[src/hdl/spq_pkg.sv]
// ----------------------------------------------------------------------------
// Stable priority queue package
// Shared widths, operation and status codes, and controller/datapath bundles.
// ----------------------------------------------------------------------------
package spq_pkg;

  localparam int unsigned DepthDef = 16;
  localparam int unsigned PriW     = 16;
  localparam int unsigned ValW     = 16;
  localparam int unsigned StatW    = 2;
  localparam int unsigned OccW     = 5;

  localparam logic OP_ENQ = 1'b0;
  localparam logic OP_DEQ = 1'b1;

  localparam logic [StatW-1:0] ST_OK    = 2'd0;
  localparam logic [StatW-1:0] ST_EMPTY = 2'd1;
  localparam logic [StatW-1:0] ST_FULL  = 2'd2;

  typedef struct packed {
    logic accept;
    logic load_tail;
    logic load_zero;
    logic dec;
    logic we;
    logic wr_new;
    logic wr_at_idx;
    logic take_head;
    logic inc;
    logic out_load;
  } cmd_t;

  typedef struct packed {
    logic req_deq;
    logic full;
    logic empty;
    logic ge;
    logic idx_zero;
    logic out_free;
  } stat_t;

endpackage

[src/hdl/stable_priority_queue.sv]
// ----------------------------------------------------------------------------
// Stable priority queue
// Bounded sorted queue; highest priority leaves first, ties leave in order.
// ----------------------------------------------------------------------------
// Input channel (in_valid_i / in_stall_o) carries one word: operation_i
// (enqueue or dequeue), priority_req_i and value_i. Output channel
// (out_valid_o / out_stall_i) returns one word per input word: result_value_o,
// status_o (ok, dequeue on empty, enqueue dropped on full) and occupancy_o.
// Entries sit in a circular memory with a head pointer. A dequeue reads the
// head entry and then registers its value as the result; a dequeue on empty
// or an enqueue dropped on full registers its status directly. An
// enqueue scans from the tail toward the head one entry per cycle through the
// single memory read port, moving each lower-priority entry back one slot,
// then writes the new entry behind the last entry of equal or higher
// priority (at the head slot on empty).
// One word is in flight at a time; the next input is accepted on the cycle
// after the result is registered, even while that result is still stalled.
// If the receiver stalls, the result holds and a finished word waits in the
// controller until the output register frees up.
// Reset empties the queue at once; memory contents need no clearing.
// ----------------------------------------------------------------------------
module stable_priority_queue #(
  parameter int unsigned DEPTH = spq_pkg::DepthDef
) (
  input  logic                              clk_i,
  input  logic                              rst_ni,
  input  logic                              in_valid_i,
  output logic                              in_stall_o,
  input  logic                              operation_i,
  input  logic signed [spq_pkg::PriW-1:0]   priority_req_i,
  input  logic signed [spq_pkg::ValW-1:0]   value_i,
  output logic                              out_valid_o,
  input  logic                              out_stall_i,
  output logic signed [spq_pkg::ValW-1:0]   result_value_o,
  output logic [spq_pkg::StatW-1:0]         status_o,
  output logic [spq_pkg::OccW-1:0]          occupancy_o
);
  import spq_pkg::*;

  cmd_t  cmd;
  stat_t st;

  spq_ctrl u_ctrl (
    .clk_i      (clk_i),
    .rst_ni     (rst_ni),
    .in_valid_i (in_valid_i),
    .in_stall_o (in_stall_o),
    .st_i       (st),
    .cmd_o      (cmd)
  );

  spq_dp #(
    .DEPTH (DEPTH)
  ) u_dp (
    .clk_i          (clk_i),
    .rst_ni         (rst_ni),
    .operation_i    (operation_i),
    .priority_req_i (priority_req_i),
    .value_i        (value_i),
    .out_valid_o    (out_valid_o),
    .out_stall_i    (out_stall_i),
    .result_value_o (result_value_o),
    .status_o       (status_o),
    .occupancy_o    (occupancy_o),
    .cmd_i          (cmd),
    .st_o           (st)
  );

endmodule

[src/hdl/spq_ctrl.sv]
// ----------------------------------------------------------------------------
// Stable priority queue controller
// Sequences accept, insertion scan, head removal and result hand-off.
// ----------------------------------------------------------------------------
module spq_ctrl (
  input  logic          clk_i,
  input  logic          rst_ni,
  input  logic          in_valid_i,
  output logic          in_stall_o,
  input  spq_pkg::stat_t st_i,
  output spq_pkg::cmd_t  cmd_o
);
  import spq_pkg::*;

  localparam logic [2:0] S_IDLE = 3'd0;
  localparam logic [2:0] S_CMP  = 3'd1;
  localparam logic [2:0] S_PUT  = 3'd2;
  localparam logic [2:0] S_DEQ  = 3'd3;
  localparam logic [2:0] S_FIN  = 3'd4;

  logic [2:0] state_q, state_d;

  always_comb begin
    cmd_o   = '0;
    state_d = state_q;
    case (state_q)
      S_IDLE: begin
        if (in_valid_i) begin
          cmd_o.accept = 1'b1;
          if (st_i.req_deq) begin
            if (st_i.empty) begin
              state_d = S_FIN;
            end else begin
              cmd_o.load_zero = 1'b1;
              state_d         = S_DEQ;
            end
          end else if (st_i.full) begin
            state_d = S_FIN;
          end else if (st_i.empty) begin
            cmd_o.load_zero = 1'b1;
            state_d         = S_PUT;
          end else begin
            cmd_o.load_tail = 1'b1;
            state_d         = S_CMP;
          end
        end
      end
      S_CMP: begin
        cmd_o.we = 1'b1;
        if (st_i.ge) begin
          cmd_o.wr_new = 1'b1;
          cmd_o.inc    = 1'b1;
          state_d      = S_FIN;
        end else if (st_i.idx_zero) begin
          state_d = S_PUT;
        end else begin
          cmd_o.dec = 1'b1;
        end
      end
      S_PUT: begin
        cmd_o.we        = 1'b1;
        cmd_o.wr_new    = 1'b1;
        cmd_o.wr_at_idx = 1'b1;
        cmd_o.inc       = 1'b1;
        state_d         = S_FIN;
      end
      S_DEQ: begin
        cmd_o.take_head = 1'b1;
        state_d         = S_FIN;
      end
      S_FIN: begin
        if (st_i.out_free) begin
          cmd_o.out_load = 1'b1;
          state_d        = S_IDLE;
        end
      end
      default: begin
        state_d = S_IDLE;
      end
    endcase
  end

  assign in_stall_o = (state_q != S_IDLE);

  always_ff @(posedge clk_i or negedge rst_ni) begin
    if (!rst_ni) begin
      state_q <= S_IDLE;
    end else begin
      state_q <= state_d;
    end
  end

  a_cmp_not_full: assert property (@(posedge clk_i) disable iff (!rst_ni)
    (state_q == S_CMP) |-> !st_i.full)
    else $error("insertion scan on a full store");

  a_deq_not_empty: assert property (@(posedge clk_i) disable iff (!rst_ni)
    (state_q == S_DEQ) |-> !st_i.empty)
    else $error("head removal on an empty store");

endmodule

[src/hdl/spq_dp.sv]
// ----------------------------------------------------------------------------
// Stable priority queue datapath
// Circular entry memory, head pointer, count, scan cursor and result register.
// ----------------------------------------------------------------------------
module spq_dp #(
  parameter int unsigned DEPTH = spq_pkg::DepthDef
) (
  input  logic                              clk_i,
  input  logic                              rst_ni,
  input  logic                              operation_i,
  input  logic signed [spq_pkg::PriW-1:0]   priority_req_i,
  input  logic signed [spq_pkg::ValW-1:0]   value_i,
  output logic                              out_valid_o,
  input  logic                              out_stall_i,
  output logic signed [spq_pkg::ValW-1:0]   result_value_o,
  output logic [spq_pkg::StatW-1:0]         status_o,
  output logic [spq_pkg::OccW-1:0]          occupancy_o,
  input  spq_pkg::cmd_t                     cmd_i,
  output spq_pkg::stat_t                    st_o
);
  import spq_pkg::*;

  localparam int unsigned AW = (DEPTH > 1) ? $clog2(DEPTH) : 1;
  localparam int unsigned CW = $clog2(DEPTH + 1);
  localparam int unsigned WW = PriW + ValW;
  localparam logic [AW:0] DepthA = (AW + 1)'(DEPTH);
  localparam logic [CW-1:0] DepthC = CW'(DEPTH);

  logic [WW-1:0] mem [DEPTH];
  logic [WW-1:0] rdata_q;

  logic [AW-1:0] head_q, idx_q, idx_d;
  logic [CW-1:0] count_q;
  logic signed [PriW-1:0] pri_q;
  logic signed [ValW-1:0] val_q;
  logic signed [ValW-1:0] res_q;
  logic [StatW-1:0]       stat_q;

  logic                   ov_q;
  logic signed [ValW-1:0] ores_q;
  logic [StatW-1:0]       ostat_q;
  logic [OccW-1:0]        oocc_q;

  logic [AW-1:0] raddr, waddr, tail, idx_inc, head_inc;
  logic [WW-1:0] wdata;
  logic [CW-1:0] count_dec;
  logic [CW+OccW-1:0] count_ext;
  logic full, empty;

  function automatic logic [AW-1:0] phys(input logic [AW-1:0] head,
                                         input logic [AW-1:0] l);
    logic [AW:0] s;
    s = {1'b0, head} + {1'b0, l};
    if (s >= DepthA) begin
      s = s - DepthA;
    end
    return s[AW-1:0];
  endfunction

  assign full      = (count_q == DepthC);
  assign empty     = (count_q == '0);
  assign count_dec = count_q - 1'b1;
  assign tail      = count_dec[AW-1:0];
  assign idx_inc   = idx_q + 1'b1;
  assign head_inc  = ({1'b0, head_q} == DepthA - 1'b1) ? '0 : head_q + 1'b1;
  assign count_ext = {{OccW{1'b0}}, count_q};

  always_comb begin
    idx_d = idx_q;
    if (cmd_i.load_tail) begin
      idx_d = tail;
    end else if (cmd_i.load_zero) begin
      idx_d = '0;
    end else if (cmd_i.dec) begin
      idx_d = idx_q - 1'b1;
    end
  end

  assign raddr = phys(head_q, idx_d);
  assign waddr = cmd_i.wr_at_idx ? phys(head_q, idx_q) : phys(head_q, idx_inc);
  assign wdata = cmd_i.wr_new ? {pri_q, val_q} : rdata_q;

  always_ff @(posedge clk_i) begin
    if (cmd_i.we) begin
      mem[waddr] <= wdata;
    end
    rdata_q <= mem[raddr];
  end

  always_ff @(posedge clk_i) begin
    idx_q <= idx_d;
    if (cmd_i.accept) begin
      pri_q <= priority_req_i;
      val_q <= value_i;
      res_q <= '0;
      if (operation_i == OP_ENQ && full) begin
        stat_q <= ST_FULL;
      end else if (operation_i == OP_DEQ && empty) begin
        stat_q <= ST_EMPTY;
      end else begin
        stat_q <= ST_OK;
      end
    end else if (cmd_i.take_head) begin
      res_q <= rdata_q[ValW-1:0];
    end
    if (cmd_i.out_load) begin
      ores_q  <= res_q;
      ostat_q <= stat_q;
      oocc_q  <= count_ext[OccW-1:0];
    end
  end

  always_ff @(posedge clk_i or negedge rst_ni) begin
    if (!rst_ni) begin
      head_q  <= '0;
      count_q <= '0;
      ov_q    <= 1'b0;
    end else begin
      if (cmd_i.take_head) begin
        head_q  <= head_inc;
        count_q <= count_dec;
      end else if (cmd_i.inc) begin
        count_q <= count_q + 1'b1;
      end
      if (cmd_i.out_load) begin
        ov_q <= 1'b1;
      end else if (!out_stall_i) begin
        ov_q <= 1'b0;
      end
    end
  end

  assign st_o.req_deq  = (operation_i == OP_DEQ);
  assign st_o.full     = full;
  assign st_o.empty    = empty;
  assign st_o.ge       = ($signed(rdata_q[WW-1:ValW]) >= pri_q);
  assign st_o.idx_zero = (idx_q == '0);
  assign st_o.out_free = !ov_q || !out_stall_i;

  assign out_valid_o    = ov_q;
  assign result_value_o = ores_q;
  assign status_o       = ostat_q;
  assign occupancy_o    = oocc_q;

  a_count_bound: assert property (@(posedge clk_i) disable iff (!rst_ni)
    count_q <= DepthC)
    else $error("entry count above depth");

  a_take_dec: assert property (@(posedge clk_i) disable iff (!rst_ni)
    cmd_i.take_head |=> count_q == $past(count_dec))
    else $error("head removal did not drop the count");

  a_write_room: assert property (@(posedge clk_i) disable iff (!rst_ni)
    cmd_i.we |-> !full)
    else $error("entry write into a full store");

endmodule
[config.mk]
export PLATFORM = sky130hd
export DESIGN_NAME = stable_priority_queue
export DESIGN_NICKNAME = d
export VERILOG_FILES = /design/src/hdl/spq_pkg.sv /design/src/hdl/stable_priority_queue.sv /design/src/hdl/spq_ctrl.sv /design/src/hdl/spq_dp.sv
export SDC_FILE = /design/constraint.sdc
export NUM_CORES = 1
export LEC_CHECK = 0
export BUFFER_PORTS_ARGS = -buffer_cell sky130_fd_sc_hd__buf_2
export CAP_MARGIN = 10
export CORE_MARGIN = 10
export CORE_UTILIZATION = 67
export DETAILED_ROUTE_END_ITERATION = 8
export GPL_TIMING_DRIVEN = 1
export PLACE_DENSITY = 0.89
export SLEW_MARGIN = 20
export SYNTH_ARGS = -nofsm -noshare
export SYNTH_HDL_FRONTEND = slang
export SYNTH_SLANG_ARGS = --single-unit
[constraint.sdc]
create_clock -name clk_i -period 8.3 [get_ports clk_i]
set_input_delay 1.66 -clock clk_i [delete_from_list [all_inputs] [get_ports clk_i]]
set_output_delay 1.66 -clock clk_i [all_outputs]
set_load 0.01 [all_outputs]
==> results of run 1 <==
synth_stat cells (17+ instances only):
master / n
edfxtp_1: 569
nor2_1: 271
mux4_2: 128
nand2_1: 80
mux2_2: 74
nor4_1: 70
clkbuf_1: 69
dfxtp_1: 52
o22ai_1: 34
a2111oi_2: 32
buf_2: 30
inv_1: 30
a21oi_1: 28
ha_1: 27
o211ai_1: 21
o221a_2: 17
area by class of cell:
cell class                      instances  area, sq um  share of cell area (%)
Clock buffer                           81         1670                    5.61
Clock inverter                         30          253                   0.847
Inverter                               30          113                   0.378
Multi-Input combinational cell        882         8000                    26.8
Sequential cell                       634        18500                    61.9
Tap cell                              525          657                    2.20
Timing Repair Buffer                  102          683                    2.29
worst reg2reg max path: stages, from the launching register on:
cell	delay, ns
edfxtp_1	0.46
inv_1	0.09
ha_1	0.45
nand4_1	0.24
or2_1	0.32
o22ai_1	0.56
nor4_1	0.18
nor3_1	0.40
nand2b_1	0.23
o221ai_1	0.35
ha_4	0.18
inv_1	0.05
fa_4	1.42
buf_4	0.40
mux4_2	0.34
mux2_2	0.31
nor2_1	0.17
nor2_1	0.12
nor2_1	0.23
a2111oi_2	0.11
metrics by stage:
stage	hold slack, ns	area [sq um]	cells	setup slack [ns]
after floorplan	0.400	26800	1654	3.38
after global placement	0.404	27900	2172	2.00
after detailed placement	0.418	27900	2172	1.82
after CTS	0.440	29800	2283	1.79
after global routing	0.445	29800	2284	1.21
final	0.441	29800	2284	1.53
worst max path at each step:
stage,endpoint,slack (ns),cells after the start
6_report,u_dp.rdata_q[19],1.53,19
5_1_grt,u_dp.rdata_q[19],1.21,19
4_1_cts,u_dp.rdata_q[19],1.79,19
3_5_place_dp,u_dp.rdata_q[19],1.82,14
3_3_place_gp,u_dp.rdata_q[17],2.00,13
2_1_floorplan,u_dp.rdata_q[23],3.38,15
cells by family (layout without fill, tap and decap cells):
kind of cell / count (synthesis) / after routing / share of synthesized area (%)
AO/OA/AOI/OAI: 169 / 169 / 5.44
buffers and inverters: 138 / 243 / 2.21
XOR/XNOR: 20 / 20 / 0.653
AND/OR/NAND/NOR: 458 / 458 / 7.48
multiplexers: 206 / 206 / 14.0
flip-flops: 634 / 634 / 68.8
adder cells (fa/ha/maj): 29 / 29 / 1.41
layer usage:
layer,up-vias,share of wire (%),wire length (um)
met5,-,0,0
met3,357,14,10200
li1,6635,-,-
met4,0,5.7,4060
met2,1523,47,33300
met1,8127,33,23500
flip-flops by register name (all words and copies together), names as in the netlist, 3 cells and up:
register,count
u_dp.res_q,16
u_dp.result_value_o,16
u_dp.pri_q,16
u_dp.idx_q,4
u_dp.mem,512
u_dp.occupancy_o,5
u_ctrl.state_q,3
u_dp.val_q,16
u_dp.count_q,5
u_dp.rdata_q,32
u_dp.head_q,4
==> metrics.txt, run 1 <==
initial core utilization=67.7%; Congestion Overflow GR=0; most frequent cells in the layout=edfxtp_1 (569), nor2_1 (255), mux4_2 (128); synthesized area per cell=16.2 sq um; CTS resizes=0; routing usage on met2=46.3%; asr flop ratio synth=2.05%; TritonCTS clock tree=done; r2r startpoint=u_dp.pri_q[15]; post-synthesis sequential area ratio=68.8%; Yosys top cell area share=63.7%; fin crit period=6.77 ns; status=finished, final reports clean; Slew headroom=20.2%; Worst R2R Setup Slack=1.53 ns; post-synth design cell area=26800 sq um; ANT cells=0; final slew viol count=0; Die X=220 um; fmax=148 MHz; die footprint=48400 sq um; DRC Markers=0; Num CTS Buffers=60; critical hold path startpoint=u_dp.res_q[7]; Max Cap Viol=0; H-tree Lvls=2; Area growth, synth to finish=11.2%; # setup viols final=0; first-pass GRT wire length=107000 um; Worst-Margin Slew=1.19 ns; EDFF count, synth=569; Synth Flop Type=edfxtp_1; Post CTS Setup Buffer Count=0; CTS max path bufs=3; post-route setup TNS=0 ns; Crit path max-delay family=adder cells; wire per inst=31.1 um; Setup Skew=0.0253 ns; HPWL after detailed placement=36800 um; Core Box Area=39600 sq um; vias in the first global route=17200; port buffer count=61; biggest area consumer among synthesized cells=edfxtp_1; crit-path max FO=55; hold buffers post-CTS=0; row count=73; crit path cell chain=inv_1 > ha_1 > nand4_1 > or2_1 > o22ai_1 > nor4_1 > nor3_1 > nand2b_1 > o221ai_1 > ha_4 > inv_1 > fa_4 > buf_4 > mux4_2 > mux2_2 > nor2_1 > nor2_1 > nor2_1 > a2111oi_2; Worst Setup Start Kind=flip-flop; synth unique cells=56; global routing usage on met3=7.65%; Critical Path Sink Type=flip-flop; cells after synthesis=1654; final net count=1776; Num Clock Sinks=634; clk slew on worst S/H paths=0.07 ns; Hold EP=u_dp.result_value_o[7]; Crit-path slowest cell=fa_4; class of the worst hold path=flip-flop to flip-flop; Worst path max stage delay=1.42 ns; Final Util=75.2%; syn nets=1720; period utilization=81.6%; Bufs and invs on worst path=3; ANT nets after route=0; RePlAce Congestion=0.894; WL final=71000 um; Skew-Pair Late Insertion Delay=0.63 ns; crit-path most repeated cell=nor2_1; clock root cell=clkbuf_16; reg2reg path depth=19; Synthesis Warnings=0; initial antenna violation count=0; largest cells by area after synthesis=edfxtp_1 (64%), mux4_2 (11%), dfxtp_1 (3.9%); WP data arrival=7.24 ns; DR pass1 iterations=6; vias per cell=7.29; Ports=62; met1 GRT Util=38.3%; Filler Cell Count=2078; overall global routing resource usage=29.7%; crit path kind=flip-flop to flip-flop; routed via count=16600; commonest non-fill, non-tap cell in the layout=edfxtp_1; Hold Path Depth=0; RSZ-0062 raised after global routing=no; largest net degree at the start of global routing=67; reg2reg end=u_dp.rdata_q[19]; initial DRC count=2688; layout cells sized above 1=26.9%; busiest grt layer=met2; Die Ht=220 um; Seq cells post-synth=634; WP data required=8.76 ns; endpoints failing hold=0; Critical Path Source=u_dp.pri_q[15]
Power of run 1 is not shown: default switching activity piles up to over one toggle a cycle in this logic, so the estimate is an artifact.
==> inputs of run 2 (changes only) <==
CORE_UTILIZATION = 62   (was 67)
PLACE_DENSITY = 0.83   (was 0.89)
clock period = 6.6 ns   (was 8.3 ns; I/O delays follow)
==> metrics.txt, run 2 (same netlist as run 1, synthesis figures left out) <==
final slew viol count=0 (unchanged); Slew headroom=27.9% (was 20.2%); overall global routing resource usage=25.4% (was 29.7%); Die X=228 um (was 220 um); initial DRC count=2475 (was 2688); layout cells sized above 1=26.8% (was 26.9%); DR pass1 iterations=6 (unchanged); Post-Place Setup Slack=0.509 ns (was 1.82 ns); hold buffers post-CTS=0 (unchanged); row count=76 (was 73); setup ws final=0.248 ns (was 1.53 ns); Ports=62 (unchanged); CTS resizes=0 (unchanged); biggest regs=u_dp.mem: 512 flops, u_dp.rdata_q: 32 flops (unchanged); most frequent cells in the layout=edfxtp_1 (569), nor2_1 (255), mux4_2 (128) (unchanged); CTS max path bufs=3 (unchanged); post-route setup TNS=0 ns (unchanged); Core Box Area=42900 sq um (was 39600 sq um); Num CTS Buffers=59 (was 60); HPWL after detailed placement=36900 um (was 36800 um); wire per inst=28.7 um (was 31.1 um); WP data required=7.05 ns (was 8.76 ns); class of the worst hold path=flip-flop to flip-flop (unchanged); Crit path max-delay family=adder cells (unchanged); Worst-Margin Slew=1.08 ns (was 1.19 ns); Crit-path slowest cell=fa_4 (unchanged); vias per cell=6.92 (was 7.29); Worst path max stage delay=1.31 ns (was 1.42 ns); max reg flops=512 (unchanged); initial antenna violation count=0 (unchanged); routed via count=16200 (was 16600); largest net degree at the start of global routing=66 (was 67); die footprint=52000 sq um (was 48400 sq um); Die Ht=228 um (was 220 um); WP data arrival=6.81 ns (was 7.24 ns); period utilization=96.2% (was 81.6%); commonest non-fill, non-tap cell in the layout=edfxtp_1 (unchanged); endpoints failing hold=0 (unchanged); first-pass GRT wire length=100000 um (was 107000 um); Setup Skew=0.0162 ns (was 0.0253 ns); ANT cells=0 (unchanged); clk slew on worst S/H paths=0.06 ns (was 0.07 ns); fmax=157 MHz (was 148 MHz); Filler Cell Count=2547 (was 2078); H-tree Lvls=2 (unchanged); final net count=1773 (was 1776); Bufs and invs on worst path=3 (unchanged); vias in the first global route=16500 (was 17200); TritonCTS clock tree=done (unchanged); ANT nets after route=0 (unchanged); port buffer count=61 (unchanged); Worst Setup Start Kind=flip-flop (unchanged); clock root cell=clkbuf_16 (unchanged); Area growth, synth to finish=11.2% (about the same); Congestion Overflow GR=0 (unchanged); crit-path max FO=40 (was 55); Skew-Pair Late Insertion Delay=0.63 ns (about the same); RSZ-0062 raised after global routing=no (unchanged); # setup viols final=0 (unchanged); initial core utilization=62.6% (was 67.7%); WL final=67200 um (was 71000 um); status=finished, final reports clean (unchanged); Critical Path Sink Type=flip-flop (unchanged); largest register by flop count=u_dp.mem (unchanged); Max Cap Viol=0 (unchanged); Num Clock Sinks=634 (unchanged); crit path cell chain=inv_1 > ha_1 > nand4_1 > or2_1 > a211oi_2 > nor4_1 > nor3_1 > nand2b_1 > o221ai_1 > ha_4 > inv_1 > fa_4 > buf_12 > mux4_2 > mux2_2 > nor2_1 > nor2_1 > o22ai_1 > a2111oi_2 (was inv_1 > ha_1 > nand4_1 > or2_1 > o22ai_1 > nor4_1 > nor3_1 > nand2b_1 > o221ai_1 > ha_4 > inv_1 > fa_4 > buf_4 > mux4_2 > mux2_2 > nor2_1 > nor2_1 > nor2_1 > a2111oi_2); fin crit period=6.35 ns (was 6.77 ns); RePlAce Congestion=0.850 (was 0.894); crit path kind=flip-flop to flip-flop (unchanged); Post CTS Setup Buffer Count=0 (unchanged); DRC Markers=0 (unchanged)
[run 2: final cells by class]
| class | count | area [sq um] | area share [%] |
|---|---|---|---|
| Tap cell | 585 | 732 | 2.45 |
| Timing Repair Buffer | 100 | 661 | 2.22 |
| Inverter | 30 | 113 | 0.378 |
| Clock buffer | 87 | 1710 | 5.75 |
| Multi-Input combinational cell | 882 | 7990 | 26.8 |
| Sequential cell | 634 | 18500 | 61.9 |
| Clock inverter | 22 | 158 | 0.529 |
[run 2: path summary, 6_finish.rpt]
kind | startpoint | end | slack, ns | cells after the start
min in group asynchronous | rst_ni | u_dp.count_q[0] | 0.59 | 1
hold reg to reg | u_dp.stat_q[0] | u_dp.status_o[0] | 0.42 | 0
setup reg to reg | u_dp.pri_q[15] | u_dp.rdata_q[16] | 0.25 | 19
hold / removal | u_dp.stat_q[0] | u_dp.status_o[0] | 0.42 | 0
setup / recovery | u_dp.pri_q[15] | u_dp.rdata_q[16] | 0.25 | 19
max in group asynchronous | rst_ni | u_dp.head_q[1] | 5.78 | 1
[run 2: stage by stage]
stage               util [%]  hold slack [ns]  instance area [sq um]  instances
floorplan                  -            0.400                  26800       1654
finish                  69.5            0.419                  29800       2340
global placement        65.2            0.402                  27900       2231
global route            69.5            0.429                  29800       2340
CTS                     69.5            0.419                  29800       2340
detailed placement      65.2            0.405                  27900       2231
[run 2: layer usage]
layer / track usage (%) / part of all wire, %
met5: 0 / 0
met4: 13.2 / 4.7
met3: 4.86 / 13
met2: 39.2 / 47
met1: 34.1 / 36
Power of run 2 is left out for the same reason.
==> inputs of run 3 (changes only) <==
MAX_ROUTING_LAYER = met4   (was unset)
==> metrics.txt, run 3 (same netlist as run 1, synthesis figures left out) <==
biggest regs=u_dp.mem: 512 flops, u_dp.rdata_q: 32 flops (unchanged); clk slew on worst S/H paths=0.06 ns (about the same); Post-Place Setup Slack=0.509 ns (unchanged); Crit-path slowest cell=fa_4 (unchanged); initial antenna violation count=0 (unchanged); initial DRC count=2460 (was 2475); TritonCTS clock tree=done (unchanged); CTS resizes=0 (unchanged); setup ws final=0.289 ns (was 0.248 ns); clock root cell=clkbuf_16 (unchanged); Slew headroom=25.4% (was 27.9%); vias in the first global route=16400 (was 16500); post-route setup TNS=0 ns (unchanged); commonest non-fill, non-tap cell in the layout=edfxtp_1 (unchanged); Area growth, synth to finish=11.2% (unchanged); Max Cap Viol=0 (unchanged); reg2reg path depth=19 (unchanged); Worst Setup Start Kind=flip-flop (unchanged); # setup viols final=0 (unchanged); reg2reg end=u_dp.rdata_q[16] (unchanged); RSZ-0062 raised after global routing=no (unchanged); final net count=1773 (unchanged); WP data arrival=6.76 ns (was 6.81 ns); cell depth of the worst setup path=19 (unchanged); r2r startpoint=u_dp.pri_q[15] (unchanged); class of the worst hold path=flip-flop to flip-flop (unchanged); Skew-Pair Late Insertion Delay=0.63 ns (about the same); WP data required=7.05 ns (about the same); largest register by flop count=u_dp.mem (unchanged); Congestion Overflow GR=0 (unchanged); Post CTS Setup Buffer Count=0 (unchanged); Worst R2R Setup Slack=0.29 ns (was 0.25 ns); crit-path max FO=40 (unchanged); most frequent cells in the layout=edfxtp_1 (569), nor2_1 (255), mux4_2 (128) (unchanged); routed via count=16300 (was 16200); crit path kind=flip-flop to flip-flop (unchanged); Num Clock Sinks=634 (unchanged); Setup crit end=u_dp.rdata_q[16] (unchanged); Die Ht=228 um (unchanged); HPWL after detailed placement=36900 um (unchanged); RePlAce Congestion=0.863 (was 0.850); Crit path max-delay family=adder cells (unchanged); die footprint=52000 sq um (unchanged); DR pass1 iterations=6 (unchanged); CTS max path bufs=3 (unchanged); Worst-Margin Slew=1.12 ns (was 1.08 ns); initial core utilization=62.6% (unchanged); max reg flops=512 (unchanged); Worst path max stage delay=1.31 ns (about the same); Critical Path Source=u_dp.pri_q[15] (unchanged); wire per inst=28.8 um (was 28.7 um); Core Box Area=42900 sq um (unchanged); row count=76 (unchanged); layout cells sized above 1=26.8% (unchanged); port buffer count=61 (unchanged); Ports=62 (unchanged); H-tree Lvls=2 (unchanged); endpoints failing hold=0 (unchanged); ANT cells=0 (unchanged); Filler Cell Count=2547 (unchanged); fin crit period=6.31 ns (was 6.35 ns); hold buffers post-CTS=0 (unchanged); fmax=158 MHz (was 157 MHz); Die X=228 um (unchanged); largest net degree at the start of global routing=66 (unchanged); Bufs and invs on worst path=3 (unchanged); period utilization=95.6% (was 96.2%); Hold Path Depth=0 (unchanged); ANT nets after route=0 (unchanged); crit path cell chain=inv_1 > ha_1 > nand4_1 > or2_1 > a211oi_2 > nor4_1 > nor3_1 > nand2b_1 > o221ai_1 > ha_4 > inv_1 > fa_4 > buf_12 > mux4_2 > mux2_2 > nor2_1 > nor2_1 > o22ai_1 > a2111oi_2 (unchanged); vias per cell=6.95 (was 6.92); first-pass GRT wire length=100000 um (about the same); final slew viol count=0 (unchanged); WL final=67300 um (was 67200 um); Num CTS Buffers=59 (unchanged); overall global routing resource usage=26.2% (was 25.4%); status=finished, final reports clean (unchanged); Setup Skew=0.0243 ns (was 0.0162 ns); DRC Markers=0 (unchanged); Critical Path Sink Type=flip-flop (unchanged)
[run 3: cell counts in the layout (fill, tap and decap cells not counted)]
No cell type changed its count.
[run 3: through the flow]
step	cell area, sq um	hold WS, ns	utilization (%)	std cells
floorplan	26800	0.400	-	1654
CTS	29800	0.419	69.5	2340
global placement	27900	0.402	65.2	2231
global route	29800	0.429	69.5	2340
finish	29800	0.420	69.5	2340
detailed placement	27900	0.405	65.2	2231
[run 3: worst min-delay path by stage]
stage	start	endpoint
floorplan	u_dp.stat_q[0]	u_dp.status_o[0]
global placement	u_dp.stat_q[1]	u_dp.status_o[1]
detailed placement	u_dp.stat_q[1]	u_dp.status_o[1]
CTS	u_dp.stat_q[1]	u_dp.status_o[1]
global route	u_dp.stat_q[0]	u_dp.status_o[0]
finish	u_dp.stat_q[0]	u_dp.status_o[0]
[run 3: layout make-up]
| class | count | area (sq um) | share of cell area [%] |
|---|---|---|---|
| repair buffers | 100 | 661 | 2.22 |
| flip-flops and latches | 634 | 18500 | 61.9 |
| multi-input cells | 882 | 7990 | 26.8 |
| inverters | 30 | 113 | 0.378 |
| well taps | 585 | 732 | 2.45 |
| clock buffers | 87 | 1710 | 5.75 |
| clock inverters | 22 | 158 | 0.529 |
[run 3: routing by layer]
metal  wire, um  part of all wire [%]  GRT usage [%]
met1      24500                    36           34.2
met2      31400                    47           39.2
met3       8110                    12           4.85
met4       3210                   4.8           13.1
met5          0                     0              -
Power of run 3 is left out for the same reason.
